--- src/design/sis_ram.sv ---
// Generic single-port-write, single-port-read RAM with registered read data.
module sis_ram #(
	parameter int WIDTH = 8,
	parameter int DEPTH = 64
) (
	input  logic                     clk,
	input  logic                     we,
	input  logic [$clog2(DEPTH)-1:0] waddr,
	input  logic [WIDTH-1:0]         wdata,
	input  logic [$clog2(DEPTH)-1:0] raddr,
	output logic [WIDTH-1:0]         rdata
);

	logic [WIDTH-1:0] mem [DEPTH];

	// Write port and registered read port.
	always_ff @(posedge clk) begin
		if (we) begin
			mem[waddr] <= wdata;
		end
		rdata <= mem[raddr];
	end

endmodule

--- config.mk ---
export PLATFORM = sky130hd
export DESIGN_NAME = sis_ram
export DESIGN_NICKNAME = d
export VERILOG_FILES = /design/src/design/sis_ram.sv
export SDC_FILE = /design/constraint.sdc
export NUM_CORES = 1
export LEC_CHECK = 0
export ABC_AREA = 1
export BUFFER_PORTS_ARGS = -buffer_cell sky130_fd_sc_hd__buf_2
export CORE_ASPECT_RATIO = 1.25
export CORE_MARGIN = 3
export CORE_UTILIZATION = 44
export DETAILED_ROUTE_END_ITERATION = 8
export GPL_ROUTABILITY_DRIVEN = 0
export MAX_ROUTING_LAYER = met4
export PLACE_DENSITY = 0.7
export SLEW_MARGIN = 0
export SYNTH_ARGS = -nofsm -noshare
export SYNTH_HDL_FRONTEND = slang
export SYNTH_SLANG_ARGS = --single-unit
export TNS_END_PERCENT = 100
--- constraint.sdc ---
create_clock -name clk -period 2.88 [get_ports clk]
set_input_delay 0.432 -clock clk [delete_from_list [all_inputs] [get_ports clk]]
set_output_delay 0.432 -clock clk [all_outputs]
set_load 0.02 [all_outputs]
==> metrics.md <==
| Metric | Value |
|---|---|
| Status | complete, no violations |
| H-tree Lvls | 2 |
| Critical Path RT | 3.39 ns |
| Worst-Skew Late Latency | 0.57 ns |
| Die width | 203 um |
| Most frequent cells in the layout | 648 x nand2_1, 512 x edfxtp_1, 439 x nand3_1 |
| Largest stage delay, worst path | 0.41 ns |
| Final period util | 0.669 |
| Post-Syn Area | 0.0213 mm2 |
| Hold-fix buffers, CTS | 0 |
| Worst hold slack | 0.100 ns |
| Post-CTS setup buffer count | 0 |
| Syn_nets | 1827 |
| Reg2Reg Depth | 8 |
| CTS Buf Count | 46 |
| Syn Inst Count | 1805 |
| YS warnings | 0 |
| PwrDens | 647 mW/mm2 |
| Final setup viols | 0 |
| Cell variety after synth | 16 |
| First-pass GRT wire length | 81400 um |
| Post-DP HPWL | 31500 um |
| Die Ht | 252 um |
| Post-cts sizing count | 0 |
| Post-route ant nets | 0 |
| Synth top area share | 0.720 |
| Share of cells above drive strength 1 | 0.0993 |
| Minimum clock period | 1.93 ns |
| CTS sink count | 520 |
| Multi-input gate area | 0.00495 mm2 |
| Fmax | 0.519 GHz |
| Crit-path leading delay family | simple AND/OR/NAND/NOR gates |
| Mean number of vias per cell | 5.56 |
| Drt pass-1 iters | 5 |
| Worst Hold Path EP | mem[31][5]$_DFFE_PP_ |
| Post-Synth XOR/XNOR Area | 0 |
| Final Instance Area | 0.0238 mm2 |
| Vias in the first global route | 13700 |
| Overall die area | 0.0512 mm2 |
| Pre-CTS setup slack | 0.459 ns |
| Routed length per placed instance | 21.1 um |
| Design Power | 15.4 mW |
| Min-delay worst type | in -> reg |
| Synth Area in Simple Gates | 0.232 |
| Clock slew at reported path FFs | 0.07 ns |
| Drt drc | 0 |
| Syn Area/Cell | 11.8 um2 |
| Vias | 14100 |
| Post-Route Setup TNS | 0 ns |
| Register area | 0.0155 mm2 |
| Core Footprint | 0.0475 mm2 |
| Register area share after synthesis | 0.728 |
| CP bufs+invs | 2 |
| Final worst slack | 0.952 ns |
| Final WL | 53400 um |
| Worst-Margin Slew | 0.907 ns |
| Site Rows | 89 |
| Crit end category | flip-flop |
| Yosys reg bits | 520 |
| Final hold viol count | 0 |
| Synth Area in Adders | 0 |
| Peak VDD IR | 0.418 mV |
| Fin. max-slew vios | 0 |
| Initial core utilization | 0.449 |
| Lkg Pwr | 8.63 nW |
| Max-cap violations | 0 |
| Slew HR | 0.393 |
| # fillers | 4008 |
| CP max FO | 135 |
| I/O Pins | 30 |
| GRT overflow | 0 |
| Number of nets in the layout | 1882 |
| Synth-to-Final Area Change | 11.7% |
| Commonest non-fill, non-tap cell in the layout | nand2_1 |
| R2R Path End | rdata[5]$_DFF_P_ |
| Worst reg2reg path startpoint | mem[59][5]$_DFFE_PP_ |
| Cells along the critical path | buf_6, buf_12, nand2_1, nand3_1, nand3_1, nand2_1, nand2_1, nand3_1, nand3_1, nand2_1 |
| Skew final | 0.0122 ns |
| Hold Path Stages | 1 |
| Largest net degree at the start of global routing | 136 |
| RSZ-0062 raised after global routing | no |
| Largest family of logic cells by synthesized area | simple AND/OR/NAND/NOR gates |
| CP Data Arrival Time | 2.44 ns |
| Worst R2R Setup Slack | 1.39 ns |
| Max Root-Sink Buffers | 3 |
| Largest cells by area after synthesis | edfxtp_1 72%, nand2_1 11%, nand3_1 10%, buf_6 1.8%, nor2_1 0.99% |
| CP max-delay cell | buf_12 |
| 1st-iter DRT viols | 1713 |
| CTS tree | built |
| Critical path class | in -> reg |
| Placed inst area | 0.0224 mm2 |
| All-Layer GR Usage | 0.213 |
| Mux share of post-synthesis cell area | 0 |
| PortBufs | 29 |
| Clock Tree Root | clkbuf_16 |
| Startpoint types | input pin |
| Hold_sp | wdata[5] |
| Initial antenna violation count | 3 |
| Post-synthesis compound-gate area fraction | 0 |
| Cell taking the most area after synthesis | edfxtp_1 |
worst reg2reg max path, stage by stage, from the launching register on:
cell and delay, ns:
edfxtp_1 0.37, nand2_1 0.08, nand3_1 0.10, nand3_1 0.17, nand2_1 0.09, nand2_1 0.07, nand3_1 0.12, nand3_1 0.26
nand2_1 0.10
report_power, final:
part / switching, mW / internal, mW
Sequential: 0.0230 / 8.37
Clock: 2.62 / 3.39
Combinational: 0.757 / 0.267
Total: 3.40 / 12.0
worst max path at each step:
| stage | slack (ns) | depth (start not counted) | endpoint | start |
|---|---|---|---|---|
| final | 0.95 | 10 | rdata[2]$_DFF_P_ | raddr[0] |
| after floorplan | 0.68 | 3 | mem[48][0]$_DFFE_PP_ | we |
| after CTS | 1.05 | 10 | rdata[2]$_DFF_P_ | raddr[0] |
| after detailed placement | 0.46 | 11 | rdata[2]$_DFF_P_ | raddr[0] |
| after global routing | 0.95 | 11 | rdata[2]$_DFF_P_ | raddr[0] |
| after global placement | 0.49 | 11 | rdata[2]$_DFF_P_ | raddr[0] |
logic make-up (layout without fill, tap and decap cells):
family,after synthesis,count (layout)
other,0,3
buffers and inverters,125,214
AND/OR/NAND/NOR,1160,1160
flip-flops,520,520
routing by layer:
layer	global-route usage	share of wire	routed length, um
met4	0.0820	0.036	1930
met3	0.0312	0.075	4020
met1	0.265	0.39	20600
met5	-	0	0
met2	0.356	0.50	26900
synthesized netlist by cell type:
cell      instances
nor2_1           56
inv_6             1
buf_8             2
edfxtp_1        512
nand3_1         439
buf_2            37
inv_1            10
buf_6            35
clkbuf_1         15
nor4_1            8
nand4_1           9
nand2_1         648
buf_1            10
inv_2             1
buf_4            14
dfxtp_1           8
sequential cells by signal, summed over array words and instances, names as in the netlist:
register,count
mem,512
rdata,8
layout make-up:
| cell class | instances | share of cell area |
|---|---|---|
| clock inverters | 20 | 0.00730 |
| inverters | 12 | 0.00221 |
| well taps | 637 | 0.0334 |
| flip-flops and latches | 520 | 0.652 |
| diodes | 3 | 0.000315 |
| multi-input cells | 1160 | 0.208 |
| clock buffers | 62 | 0.0538 |
| repair buffers | 120 | 0.0435 |
metrics by stage:
step                 util  cells
floorplan               -   1805
global placement    0.470   2449
detailed placement  0.470   2449
finish              0.501   2534
global route        0.501   2534
CTS                 0.501   2531
No activity file was read; power rests on OpenSTA's default activity.
